### config.mk
export PLATFORM = sky130hd
export DESIGN_NAME = line_pixel_rasterizer_core
export DESIGN_NICKNAME = d
export VERILOG_FILES = /design/src/design/lpr_pkg.sv /design/src/design/line_pixel_rasterizer_core.sv
export SDC_FILE = /design/constraint.sdc
export NUM_CORES = 1
export LEC_CHECK = 0
export ABC_AREA = 1
export BUFFER_PORTS_ARGS = -buffer_cell sky130_fd_sc_hd__buf_4
export CORE_ASPECT_RATIO = 2
export CORE_MARGIN = 10
export CORE_UTILIZATION = 60
export DETAILED_ROUTE_END_ITERATION = 8
export GPL_TIMING_DRIVEN = 0
export PLACE_DENSITY = 0.82
export SYNTH_ARGS = -nofsm -noshare
export SYNTH_HDL_FRONTEND = slang
export SYNTH_SLANG_ARGS = --single-unit
### constraint.sdc
create_clock -name clock -period 4.4 [get_ports clock]
set_input_delay 0 -clock clock [delete_from_list [all_inputs] [get_ports clock]]
set_output_delay 0 -clock clock [all_outputs]
set_load 0.02 [all_outputs]
### src/design/lpr_pkg.sv
// lpr_pkg: shared widths, register indexes and reset values of the line pixel rasterizer
// no dependencies

package lpr_pkg;

   localparam int COORD_BITS_DEFAULT = 10;
   localparam int ADDR_BITS          = 16;
   localparam int BPR_BITS           = 8;
   localparam int DPB_BITS           = 4;
   localparam int SCREEN_BITS        = 10;
   localparam int CSR_INDEX_BITS     = 3;
   localparam int CSR_DATA_BITS      = 16;

   localparam logic [CSR_INDEX_BITS-1:0] CSR_GRAPHIC_HOME  = 3'd0;
   localparam logic [CSR_INDEX_BITS-1:0] CSR_BYTES_PER_ROW = 3'd1;
   localparam logic [CSR_INDEX_BITS-1:0] CSR_DOTS_PER_BYTE = 3'd2;
   localparam logic [CSR_INDEX_BITS-1:0] CSR_SCREEN_WIDTH  = 3'd3;
   localparam logic [CSR_INDEX_BITS-1:0] CSR_SCREEN_HEIGHT = 3'd4;

   localparam logic                   CMD_START = 1'b0;
   localparam logic                   CMD_ADVANCE = 1'b1;

   localparam logic [ADDR_BITS-1:0]   HOME_RESET   = 16'd0;
   localparam logic [BPR_BITS-1:0]    BPR_RESET    = 8'd30;
   localparam logic [DPB_BITS-1:0]    DPB_RESET    = 4'd8;
   localparam logic [SCREEN_BITS-1:0] WIDTH_RESET  = 10'd240;
   localparam logic [SCREEN_BITS-1:0] HEIGHT_RESET = 10'd128;

   localparam logic [DPB_BITS-1:0]    FONT_MIN = 4'd6;
   localparam logic [DPB_BITS-1:0]    FONT_MAX = 4'd8;

   typedef enum logic [7:0] {
      ST_IDLE   = 8'b0000_0001,
      ST_SETUP  = 8'b0000_0010,
      ST_ORIENT = 8'b0000_0100,
      ST_STEP   = 8'b0000_1000,
      ST_MUL    = 8'b0001_0000,
      ST_DIV    = 8'b0010_0000,
      ST_SUMH   = 8'b0100_0000,
      ST_SUMQ   = 8'b1000_0000
   } state_type;

endpackage

### src/design/line_pixel_rasterizer_core.sv
// line_pixel_rasterizer_core: bresenham line walker with display byte address and bit index
// depends on lpr_pkg; one shared 16-bit adder serves the row multiply and the address sums
// sequence: a start item passes setup and orient, an advance item the step state; both then
// run the 8-step shift-add row multiply, the COORD_BITS-step divider and the two address sums
// one item at a time: taken only when idle with no result held; an idle advance gives none
// reset: synchronous, control state cleared, registers back to their defaults, no clear pass

module line_pixel_rasterizer_core #(
   parameter int COORD_BITS = lpr_pkg::COORD_BITS_DEFAULT
) (
   input  logic                                 clock,
   input  logic                                 reset,
   input  logic                                 csr_we,
   input  logic [lpr_pkg::CSR_INDEX_BITS-1:0]   csr_index,
   input  logic [lpr_pkg::CSR_DATA_BITS-1:0]    csr_wdata,
   input  logic                                 req_valid,
   output logic                                 req_ready,
   input  logic                                 req_cmd,
   input  logic [COORD_BITS-1:0]                req_x_start,
   input  logic [COORD_BITS-1:0]                req_y_start,
   input  logic [COORD_BITS-1:0]                req_x_end,
   input  logic [COORD_BITS-1:0]                req_y_end,
   input  logic                                 req_draw,
   output logic                                 rsp_valid,
   input  logic                                 rsp_ready,
   output logic [COORD_BITS-1:0]                rsp_pixel_x,
   output logic [COORD_BITS-1:0]                rsp_pixel_y,
   output logic                                 rsp_visible,
   output logic [lpr_pkg::ADDR_BITS-1:0]        rsp_byte_addr,
   output logic [2:0]                           rsp_bit_index,
   output logic                                 rsp_set_pixel,
   output logic                                 rsp_last_pixel
);

   import lpr_pkg::*;

   localparam int TWICE_BITS = COORD_BITS + 2;
   localparam int ERR_BITS   = COORD_BITS + 3;
   localparam int CMP_BITS   = (COORD_BITS > SCREEN_BITS) ? COORD_BITS : SCREEN_BITS;
   localparam int CNT_BITS   = $clog2((COORD_BITS > BPR_BITS) ? COORD_BITS : BPR_BITS);
   localparam logic [CNT_BITS-1:0] MUL_LAST = CNT_BITS'(BPR_BITS - 1);
   localparam logic [CNT_BITS-1:0] DIV_LAST = CNT_BITS'(COORD_BITS - 1);

   // configuration
   logic [ADDR_BITS-1:0]   home_ff;
   logic [BPR_BITS-1:0]    bpr_ff;
   logic [DPB_BITS-1:0]    dpb_ff;
   logic [SCREEN_BITS-1:0] width_ff;
   logic [SCREEN_BITS-1:0] height_ff;

   // sequencer and walk state
   state_type              state_ff, state_in;
   logic                   rsp_valid_ff, rsp_valid_in;
   logic                   line_active_ff, line_active_in;
   logic [COORD_BITS-1:0]  cur_x_ff, cur_x_in;
   logic [COORD_BITS-1:0]  cur_y_ff, cur_y_in;
   logic [COORD_BITS-1:0]  goal_x_ff, goal_x_in;
   logic [COORD_BITS-1:0]  goal_y_ff, goal_y_in;
   logic [TWICE_BITS-1:0]  twice_dx_ff, twice_dx_in;
   logic [TWICE_BITS-1:0]  twice_dy_ff, twice_dy_in;
   logic [ERR_BITS-1:0]    error_ff, error_in;
   logic                   step_x_neg_ff, step_x_neg_in;
   logic                   step_y_neg_ff, step_y_neg_in;
   logic                   x_major_ff, x_major_in;
   logic                   draw_ff, draw_in;
   logic                   last_ff, last_in;

   // shared arithmetic
   logic [CNT_BITS-1:0]    cnt_ff, cnt_in;
   logic [ADDR_BITS-1:0]   acc_ff, acc_in;
   logic [BPR_BITS-1:0]    mul_ff, mul_in;
   logic [COORD_BITS-1:0]  quo_ff, quo_in;
   logic [2:0]             rem_ff, rem_in;
   logic [2:0]             bit_ff, bit_in;

   logic [ADDR_BITS-1:0]   add_a, add_b, add_sum;
   logic [DPB_BITS-1:0]    font_w;
   logic [DPB_BITS-1:0]    rem_shift;
   logic [DPB_BITS-1:0]    rem_diff;
   logic                   rem_ge;
   logic [COORD_BITS:0]    diff_x, diff_y;
   logic [COORD_BITS:0]    abs_x, abs_y;
   logic [ERR_BITS-1:0]    err_step;
   logic                   in_accept;

   assign in_accept = req_valid && req_ready;
   assign req_ready = (state_ff == ST_IDLE) && !rsp_valid_ff;

   // font width clamp
   always_comb begin
      if (dpb_ff < FONT_MIN) begin
         font_w = FONT_MIN;
      end else if (dpb_ff > FONT_MAX) begin
         font_w = FONT_MAX;
      end else begin
         font_w = dpb_ff;
      end
   end

   // shared adder operand select
   always_comb begin
      add_a = '0;
      add_b = '0;
      case (state_ff)
         ST_MUL: begin
            add_a = {acc_ff[ADDR_BITS-2:0], 1'b0};
            add_b = mul_ff[BPR_BITS-1] ? ADDR_BITS'(cur_y_ff) : '0;
         end
         ST_SUMH: begin
            add_a = acc_ff;
            add_b = home_ff;
         end
         ST_SUMQ: begin
            add_a = acc_ff;
            add_b = ADDR_BITS'(quo_ff);
         end
         default: begin
            add_a = '0;
            add_b = '0;
         end
      endcase
   end
   assign add_sum = add_a + add_b;

   // restoring divide step
   assign rem_shift = {rem_ff, quo_ff[COORD_BITS-1]};
   assign rem_ge    = rem_shift >= font_w;
   assign rem_diff  = rem_shift - font_w;

   // endpoint deltas
   assign diff_x = {1'b0, goal_x_ff} - {1'b0, cur_x_ff};
   assign diff_y = {1'b0, goal_y_ff} - {1'b0, cur_y_ff};
   assign abs_x  = diff_x[COORD_BITS] ? (~diff_x + 1'b1) : diff_x;
   assign abs_y  = diff_y[COORD_BITS] ? (~diff_y + 1'b1) : diff_y;

   always_comb begin
      state_in       = state_ff;
      rsp_valid_in   = rsp_valid_ff;
      line_active_in = line_active_ff;
      cur_x_in       = cur_x_ff;
      cur_y_in       = cur_y_ff;
      goal_x_in      = goal_x_ff;
      goal_y_in      = goal_y_ff;
      twice_dx_in    = twice_dx_ff;
      twice_dy_in    = twice_dy_ff;
      error_in       = error_ff;
      step_x_neg_in  = step_x_neg_ff;
      step_y_neg_in  = step_y_neg_ff;
      x_major_in     = x_major_ff;
      draw_in        = draw_ff;
      last_in        = last_ff;
      cnt_in         = cnt_ff;
      acc_in         = acc_ff;
      mul_in         = mul_ff;
      quo_in         = quo_ff;
      rem_in         = rem_ff;
      bit_in         = bit_ff;
      err_step       = error_ff;

      if (rsp_valid_ff && rsp_ready) begin
         rsp_valid_in = 1'b0;
      end

      case (state_ff)
         ST_IDLE: begin
            if (in_accept) begin
               if (req_cmd == CMD_START) begin
                  cur_x_in  = req_x_start;
                  cur_y_in  = req_y_start;
                  goal_x_in = req_x_end;
                  goal_y_in = req_y_end;
                  draw_in   = req_draw;
                  state_in  = ST_SETUP;
               end else begin
                  state_in = ST_STEP;
               end
            end
         end
         ST_SETUP: begin
            step_x_neg_in = diff_x[COORD_BITS];
            step_y_neg_in = diff_y[COORD_BITS];
            twice_dx_in   = {abs_x[COORD_BITS-1:0], 1'b0} & {TWICE_BITS{1'b1}};
            twice_dy_in   = {abs_y[COORD_BITS-1:0], 1'b0} & {TWICE_BITS{1'b1}};
            state_in      = ST_ORIENT;
         end
         ST_ORIENT: begin
            x_major_in = twice_dx_ff > twice_dy_ff;
            if (twice_dx_ff > twice_dy_ff) begin
               error_in = ERR_BITS'(twice_dy_ff) - ERR_BITS'(twice_dx_ff >> 1);
               last_in  = cur_x_ff == goal_x_ff;
            end else begin
               error_in = ERR_BITS'(twice_dx_ff) - ERR_BITS'(twice_dy_ff >> 1);
               last_in  = cur_y_ff == goal_y_ff;
            end
            line_active_in = (twice_dx_ff > twice_dy_ff) ? (cur_x_ff != goal_x_ff)
                                                         : (cur_y_ff != goal_y_ff);
            cnt_in   = '0;
            acc_in   = '0;
            mul_in   = bpr_ff;
            quo_in   = cur_x_ff;
            rem_in   = '0;
            state_in = ST_MUL;
         end
         ST_STEP: begin
            if (!line_active_ff) begin
               state_in = ST_IDLE;
            end else begin
               if (x_major_ff) begin
                  if (!error_ff[ERR_BITS-1]) begin
                     cur_y_in = step_y_neg_ff ? (cur_y_ff - 1'b1) : (cur_y_ff + 1'b1);
                     err_step = error_ff - ERR_BITS'(twice_dx_ff);
                  end
                  cur_x_in = step_x_neg_ff ? (cur_x_ff - 1'b1) : (cur_x_ff + 1'b1);
                  error_in = err_step + ERR_BITS'(twice_dy_ff);
                  last_in  = cur_x_in == goal_x_ff;
               end else begin
                  if (!error_ff[ERR_BITS-1]) begin
                     cur_x_in = step_x_neg_ff ? (cur_x_ff - 1'b1) : (cur_x_ff + 1'b1);
                     err_step = error_ff - ERR_BITS'(twice_dy_ff);
                  end
                  cur_y_in = step_y_neg_ff ? (cur_y_ff - 1'b1) : (cur_y_ff + 1'b1);
                  error_in = err_step + ERR_BITS'(twice_dx_ff);
                  last_in  = cur_y_in == goal_y_ff;
               end
               line_active_in = !last_in;
               cnt_in   = '0;
               acc_in   = '0;
               mul_in   = bpr_ff;
               quo_in   = cur_x_in;
               rem_in   = '0;
               state_in = ST_MUL;
            end
         end
         ST_MUL: begin
            acc_in = add_sum;
            mul_in = {mul_ff[BPR_BITS-2:0], 1'b0};
            if (cnt_ff == MUL_LAST) begin
               cnt_in   = '0;
               state_in = ST_DIV;
            end else begin
               cnt_in = cnt_ff + 1'b1;
            end
         end
         ST_DIV: begin
            rem_in = rem_ge ? rem_diff[2:0] : rem_shift[2:0];
            quo_in = {quo_ff[COORD_BITS-2:0], rem_ge};
            if (cnt_ff == DIV_LAST) begin
               cnt_in   = '0;
               state_in = ST_SUMH;
            end else begin
               cnt_in = cnt_ff + 1'b1;
            end
         end
         ST_SUMH: begin
            acc_in   = add_sum;
            state_in = ST_SUMQ;
         end
         ST_SUMQ: begin
            acc_in       = add_sum;
            bit_in       = 3'(font_w - DPB_BITS'(1) - DPB_BITS'(rem_ff));
            rsp_valid_in = 1'b1;
            state_in     = ST_IDLE;
         end
         default: begin
            state_in = ST_IDLE;
         end
      endcase
   end

   always_ff @(posedge clock) begin
      if (reset) begin
         state_ff       <= ST_IDLE;
         rsp_valid_ff   <= 1'b0;
         line_active_ff <= 1'b0;
         home_ff        <= HOME_RESET;
         bpr_ff         <= BPR_RESET;
         dpb_ff         <= DPB_RESET;
         width_ff       <= WIDTH_RESET;
         height_ff      <= HEIGHT_RESET;
      end else begin
         state_ff       <= state_in;
         rsp_valid_ff   <= rsp_valid_in;
         line_active_ff <= line_active_in;
         if (csr_we) begin
            case (csr_index)
               CSR_GRAPHIC_HOME:  home_ff   <= csr_wdata[ADDR_BITS-1:0];
               CSR_BYTES_PER_ROW: bpr_ff    <= csr_wdata[BPR_BITS-1:0];
               CSR_DOTS_PER_BYTE: dpb_ff    <= csr_wdata[DPB_BITS-1:0];
               CSR_SCREEN_WIDTH:  width_ff  <= csr_wdata[SCREEN_BITS-1:0];
               CSR_SCREEN_HEIGHT: height_ff <= csr_wdata[SCREEN_BITS-1:0];
               default: begin
               end
            endcase
         end
      end
   end

   always_ff @(posedge clock) begin
      cur_x_ff      <= cur_x_in;
      cur_y_ff      <= cur_y_in;
      goal_x_ff     <= goal_x_in;
      goal_y_ff     <= goal_y_in;
      twice_dx_ff   <= twice_dx_in;
      twice_dy_ff   <= twice_dy_in;
      error_ff      <= error_in;
      step_x_neg_ff <= step_x_neg_in;
      step_y_neg_ff <= step_y_neg_in;
      x_major_ff    <= x_major_in;
      draw_ff       <= draw_in;
      last_ff       <= last_in;
      cnt_ff        <= cnt_in;
      acc_ff        <= acc_in;
      mul_ff        <= mul_in;
      quo_ff        <= quo_in;
      rem_ff        <= rem_in;
      bit_ff        <= bit_in;
   end

   assign rsp_valid      = rsp_valid_ff;
   assign rsp_pixel_x    = cur_x_ff;
   assign rsp_pixel_y    = cur_y_ff;
   assign rsp_visible    = (CMP_BITS'(cur_x_ff) < CMP_BITS'(width_ff)) &&
                           (CMP_BITS'(cur_y_ff) < CMP_BITS'(height_ff));
   assign rsp_byte_addr  = acc_ff;
   assign rsp_bit_index  = bit_ff;
   assign rsp_set_pixel  = draw_ff;
   assign rsp_last_pixel = last_ff;

endmodule

==> flow_summary.ini, run 1 <==
[clocking]
numCtsBuffers = 17
cts_sinks = 179
clk_pin_slew_ns = 0.08
root_buffer = clkbuf_16
cts_max_level = 4
cts_buffer_depth = 2
insertion_delay_ns = 0.46
cts_tree = yes

[timing]
finalWorstSetupSlack_ns = 0.0699
slew_headroom_pct = 18.4
fin_skew_ns = 0.0131
tightest_slew_ns = 1.22
finalCritPeriodShare_pct = 98.4
timing.final.max_slew_violations = 0
setup_viol = 0
whs_ns = 0.0539
min_period_ns = 4.33
fmax_mhz = 231
final_hold_viol_count = 0

[logic_synthesis]
yosys_warnings = 0
synth_ff_type = edfxtp_1
avgSynthCellArea_sq_um = 7.52
synth-edff-count = 121
synth_fa_ha_area_share_pct = 14.8
synthSimpleGateAreaFrac_pct = 23.3
async_reset_ff_share_pct = 0
synth-compound-area-share_pct = 16.1
synth_area_sq_um = 14600
synthDistinctLibCells = 57
synth_top_family_by_area = simple AND/OR/NAND/NOR gates
synth_fp_nets = 2166
synth.mux.area_fraction_pct = 0.0688
synth_seq_cells = 179
synth_xor_area_share_pct = 4.26
syn_inst = 1936
synth-seq-area-share_pct = 32.9

[setup_path]
slowest_stage = edfxtp_1
r2r_setup_slack_ns = 0.07
r2r-start = twice_dy_ff[2]
setup.worst_path.start = twice_dy_ff[2]
crit_path_max_incr_delay_ns = 0.59
crit_arrival_ns = 4.53
r2r-end = error_ff[9]
ff2ff_path_depth = 21
critPathCaptureType = register
critPathRequiredTime_ns = 4.60
crit_top_cell = nand2_1
cp_max_fo = 5
path_cells = inv_1, ha_1, nand2_1, o21ai_2, nand2_1, nand2_1, a21oi_1, nor2_1, nor2_1, nand2_1, o21ai_0, inv_1, ha_1, a21oi_1, o21ai_0, a21oi_1, o21ai_0, o21ai_0, o21ai_0, nand2_1, nand2_1
crit_type = reg2reg
startpoint_type = register
crit_end = error_ff[9]

[floorplanning]
row_count = 80
die_x_um = 130
die_area_sq_um = 31300
core_sq_um = 23900
io_pins = 110
die_y_um = 240
initial_core_util_pct = 60.9

[min_path]
hold_path_class = in2reg
hold_depth = 5

[place]
port_buffers = 108
preCtsSetupSlack_ns = -0.212
dpl.hpwl_um = 42500
globalplace.congestion = 1.07
place_area_sq_um = 15800

[finish]
drive_above_1_share_pct = 10.1
final_nets = 2361
final_area_sq_um = 17000
area.sequential_sq_um = 4790
syn_to_final_growth_pct = 17.0
n_antenna_cell = 0
fillers = 1934
multi_input_area_sq_um = 8540

[global_route]
grt_max_degree = 21
antenna_found_initial = 0
grt-ovfl-total = 0
gr-usage-all-layers_pct = 35.1
grt_pass1_wl_um = 81600
grt_pass1_vias = 15034

[detailed_routing]
wl_per_cell_um = 22.4
avgViaCountPerCell = 6.08
wl_met1_um = 15700
route.met2.wl_um = 28600
routed_wl_um = 54600
wl_met3_um = 3590
drtPass1Iterations = 6
ant_nets = 0
top_layer_used = met4
drc = 0
drt_iter0_drc = 1015
num_vias = 14792

[power]
peakVddDrop_v = 0.000385
power_density_nw_per_um2 = 483
cellLeakagePower_nw = 7.98

[outcome]
status = completed

[run]
maxCapViolCount = 0
how the worst min path moves through the flow:
stage                              end         start
after floorplan           goal_x_ff[0]  req_x_end[0]
after global placement    goal_x_ff[4]  req_x_end[4]
after detailed placement  goal_y_ff[1]  req_y_end[1]
after CTS                    dpb_ff[3]  csr_index[2]
after global routing         dpb_ff[3]  csr_index[2]
final                        dpb_ff[3]  csr_index[2]
routing by layer:
metal | up-vias | GRT usage (%)
met5 | - | 0
met4 | 0 | 35.1
met3 | 340 | 8.01
met2 | 709 | 64.8
met1 | 6791 | 28.3
li1 | 6952 | -
Yosys cell counts (22+ instances only):
cell	instances	share of area, %
xnor2_1	24	1.4
nand3_1	98	3.4
nor2_1	155	4.0
clkbuf_1	26	0.67
edfxtp_1	121	25
o211ai_1	25	1.3
a31oi_1	22	0.95
a21oi_1	165	5.7
nand2_1	434	11
xor2_1	35	2.1
ha_1	151	13
nand4_1	33	1.4
inv_1	279	7.2
o21ai_0	123	4.2
dfxtp_1	58	8.0
registers in the layout, summed over array words and instances, names as in the netlist, 3 cells and up:
register       count
dpb_ff             4
rsp_bit_index      3
rsp_pixel_y       10
rsp_pixel_x       10
rem_ff             3
cnt_ff             4
goal_x_ff         10
home_ff           16
height_ff         10
quo_ff            10
twice_dx_ff       10
mul_ff             8
state_ff           8
goal_y_ff         10
width_ff          10
bpr_ff             8
twice_dy_ff       10
rsp_byte_addr     16
error_ff          12
kinds of logic (layout without fill, tap and decap cells):
kind of cell,after synthesis,in the layout
flip-flops,179,179
AO/OA/AOI/OAI,411,411
XOR/XNOR,65,65
multiplexers,1,1
AND/OR/NAND/NOR,789,789
buffers and inverters,327,535
adder cells (fa/ha/maj),164,164
cell type report:
cell class,instances,area share (%)
plain buffers,41,1.04
clock buffers,17,2.50
clock inverters,15,1.06
inverters,286,6.30
multi-input cells,1430,50.1
flip-flops and latches,179,28.1
well taps,287,2.11
repair buffers,176,8.73
metrics by stage:
| step | TNS [ns] | total power, mW | util, % | cells |
|---|---|---|---|---|
| finish | 0 | 8.22 | 71.2 | 2431 |
| global route | -0.00949 | 8.69 | 71.2 | 2431 |
| CTS | 0 | 8.10 | 71.1 | 2430 |
| detailed placement | -0.235 | 6.49 | 65.9 | 2335 |
| global placement | -12.52 | 6.38 | 65.7 | 2331 |
| floorplan | 0 | 5.28 | - | 1936 |
worst max-delay path: cells and delay by family, from the launching register on:
| family | cells | cell delay (ns) |
|---|---|---|
| DFF | 1 | 0.59 |
| and+or+nand+nor | 8 | 0.64 |
| buffers and inverters | 2 | 0.35 |
| adders and majority gates | 2 | 0.58 |
| AOI/OAI and AO/OA | 9 | 1.92 |
repair_timing:
item,4_1_cts,5_1_grt
buffers inserted,0,1
hold buffers,63,0
endpoints found under the hold margin,95,0
gates resized for setup,1,6
pin swaps,0,1
setup endpoints to repair,3,8
placed cells by master (no fill, tap or decap), types with 5 or more instances in the layout:
cell | netlist | routed
ha_1 | 151 | 151
a21oi_1 | 165 | 165
nand2_2 | 6 | 6
edfxtp_1 | 121 | 121
buf_4 | 3 | 115
nand2_1 | 434 | 434
dlygate4sd3_1 | 0 | 63
buf_1 | 4 | 5
o311ai_0 | 8 | 8
nand4_1 | 33 | 33
xor2_1 | 35 | 35
buf_2 | 8 | 8
clkinv_8 | 0 | 6
inv_6 | 0 | 6
a21oi_2 | 6 | 6
xor2_2 | 5 | 5
o21ai_0 | 123 | 122
clkbuf_1 | 26 | 24
a21o_1 | 8 | 8
or2_2 | 17 | 17
clkbuf_16 | 0 | 17
a31oi_1 | 22 | 21
nor2_2 | 4 | 5
inv_1 | 279 | 279
nor2_1 | 155 | 154
nor3_1 | 14 | 14
dfxtp_1 | 58 | 58
xnor2_1 | 24 | 24
nand3b_1 | 13 | 13
inv_2 | 5 | 5
fa_1 | 13 | 13
o211ai_1 | 25 | 25
nand3_1 | 98 | 98
o2111ai_1 | 8 | 7
o22ai_1 | 17 | 17
power by group:
part | internal [mW] | leakage [nW] | switching [mW]
clock | 0.770 | 0.290 | 0.812
sequential | 2.23 | 1.56 | 0.308
combinational | 1.48 | 6.13 | 2.63
Note: power is estimated with default switching activity, not from simulation.
==> inputs of run 2 (changes only) <==
--- a/config.mk
+++ b/config.mk
@@ -11,7 +11,7 @@
 export CORE_MARGIN = 10
 export CORE_UTILIZATION = 60
 export DETAILED_ROUTE_END_ITERATION = 8
-export GPL_TIMING_DRIVEN = 0
+export GPL_ROUTABILITY_DRIVEN = 0
 export PLACE_DENSITY = 0.82
 export SYNTH_ARGS = -nofsm -noshare
 export SYNTH_HDL_FRONTEND = slang
==> constraint.sdc (replaced) <==
create_clock -name clock -period 4.5 [get_ports clock]
set_input_delay 0 -clock clock [delete_from_list [all_inputs] [get_ports clock]]
set_output_delay 0 -clock clock [all_outputs]
set_load 0.02 [all_outputs]
==> flow_summary.ini, run 2 (synthesis gave the netlist of run 1 again) <==
[clocking]
cts_buffer_depth = 2
cts_sinks = 179
cts_max_level = 4
post_cts_resized = 0
insertion_delay_ns = 0.47
clk_pin_slew_ns = 0.08
holdBufCountCts = 65
numCtsBuffers = 17
root_buffer = clkbuf_16
cts_tree = yes
post_cts_buffers = 0

[timing]
tightest_slew_ns = 0.877
tns_ns = 0
timing.final.max_slew_violations = 0
setup_viol = 0
grt_setup_unrepaired = false
whs_ns = 0.0965
finalCritPeriodShare_pct = 90.2
min_period_ns = 4.06
final_hold_viol_count = 0
fin_skew_ns = 0.0127
slew_headroom_pct = 40.8
finalWorstSetupSlack_ns = 0.443
fmax_mhz = 247

[global_route]
busiest_layer = met2
grtUsageMet1_pct = 28.9
gr-usage-all-layers_pct = 32.3
grt_max_degree = 46
antenna_found_initial = 1
grtUsageMet3_pct = 7.04
grt_pass1_vias = 15160
grt-ovfl-total = 0
use_met2_pct = 56.6
grt_pass1_wl_um = 77300

[detailed_routing]
wl_per_cell_um = 20.8
routed_wl_um = 50100
drt_iter0_drc = 1329
ant_nets = 0
drtPass1Iterations = 8
avgViaCountPerCell = 6.20
drc = 0
num_vias = 14907

[setup_path]
critPathRequiredTime_ns = 4.72
ff2ff_path_depth = 19
crit_path_max_incr_delay_ns = 0.66
crit_family = compound AO/OA/AOI/OAI gates
crit_arrival_ns = 4.28
critPathCaptureType = register
path_cells = inv_1, ha_1, nand2_1, inv_1, nand4_1, nand3_1, a21oi_1, nor2_1, o22ai_1, inv_1, ha_1, nand2_1, nor2_1, nand3_1, nand4_1, o21ai_0, nand2_1, a31oi_1, a21oi_1
worst-path-buf-inv = 3
startpoint_type = register
slowest_stage = edfxtp_1
cp_max_fo = 6
path_depth = 19
crit_type = reg2reg

[finish]
layout_commonest_cell = nand2_1
n_antenna_cell = 0
final_cell_mix = nand2_1 (434), inv_1 (279), a21oi_1 (165)
syn_to_final_growth_pct = 16.6
drive_above_1_share_pct = 10.1
final_nets = 2334
final_area_sq_um = 17000

[floorplanning]
io_pins = 110
die_area_sq_um = 31300
die_x_um = 130
die_y_um = 240
row_count = 80
core_sq_um = 23900
initial_core_util_pct = 60.9

[power]
peakVddDrop_v = 0.000376
cellLeakagePower_nw = 7.97
power_density_nw_per_um2 = 474
power_mw = 8.05

[outcome]
status = completed

[place]
dpl.hpwl_um = 37500
place_area_sq_um = 15700
preCtsSetupSlack_ns = 0.625
port_buffers = 109

[min_path]
hold_depth = 6
hold_path_class = in2reg

[run]
maxCapViolCount = 0
run 2: changes by cell type in the layout (fill, tap and decap cells not counted), sizes merged:
cell / before / now
buf: 129 / 125
clkbuf: 42 / 17
bufinv: 0 / 3
clkinv: 8 / 5
dlygate4sd3: 63 / 65
run 2: area by class of cell:
type | instances | area (sq um)
multi-input combinational | 1430 | 8530
fill | 1808 | 6950
sequential | 179 | 4790
timing repair buffer | 190 | 1590
inverter | 286 | 1070
clock buffer | 17 | 425
tap | 287 | 359
clock inverter | 15 | 196
run 2: metal layers:
metal | wire length [um] | vias up
met3 | 3260 | 346
met2 | 25600 | 807
li1 | - | 6896
met5 | 9 | -
met4 | 5690 | 2
met1 | 15500 | 6856
run 2: per-stage QoR:
stage / instances / util (%)
finish: 2404 / 70.9
global placement: 2307 / 65.6
global route: 2404 / 70.9
detailed placement: 2307 / 65.6
floorplan: 1936 / -
CTS: 2404 / 70.9
run 2: worst paths after layout:
kind | to | slack [ns] | startpoint
worst max register to register | error_ff[10] | 0.44 | twice_dy_ff[6]
worst min register to register | home_ff[14] | 0.46 | home_ff[14]
worst max-delay path | error_ff[10] | 0.44 | twice_dy_ff[6]
worst min-delay path | dpb_ff[3] | 0.1 | csr_index[2]
run 2: power breakdown:
part | internal (mW) | switching, mW | total, mW
registers | 2.18 | 0.298 | 2.48
clock network | 0.892 | 0.741 | 1.63
logic | 1.42 | 2.52 | 3.94
run 2: worst register-to-register path, delay by kind of cell, from the launching register on:
family | cells | cell delay, ns
flip-flops | 1 | 0.66
adder cells (fa/ha/maj) | 2 | 0.76
AND/OR/NAND/NOR | 9 | 0.94
AO/OA/AOI/OAI | 5 | 1.17
buffers and inverters | 3 | 0.30
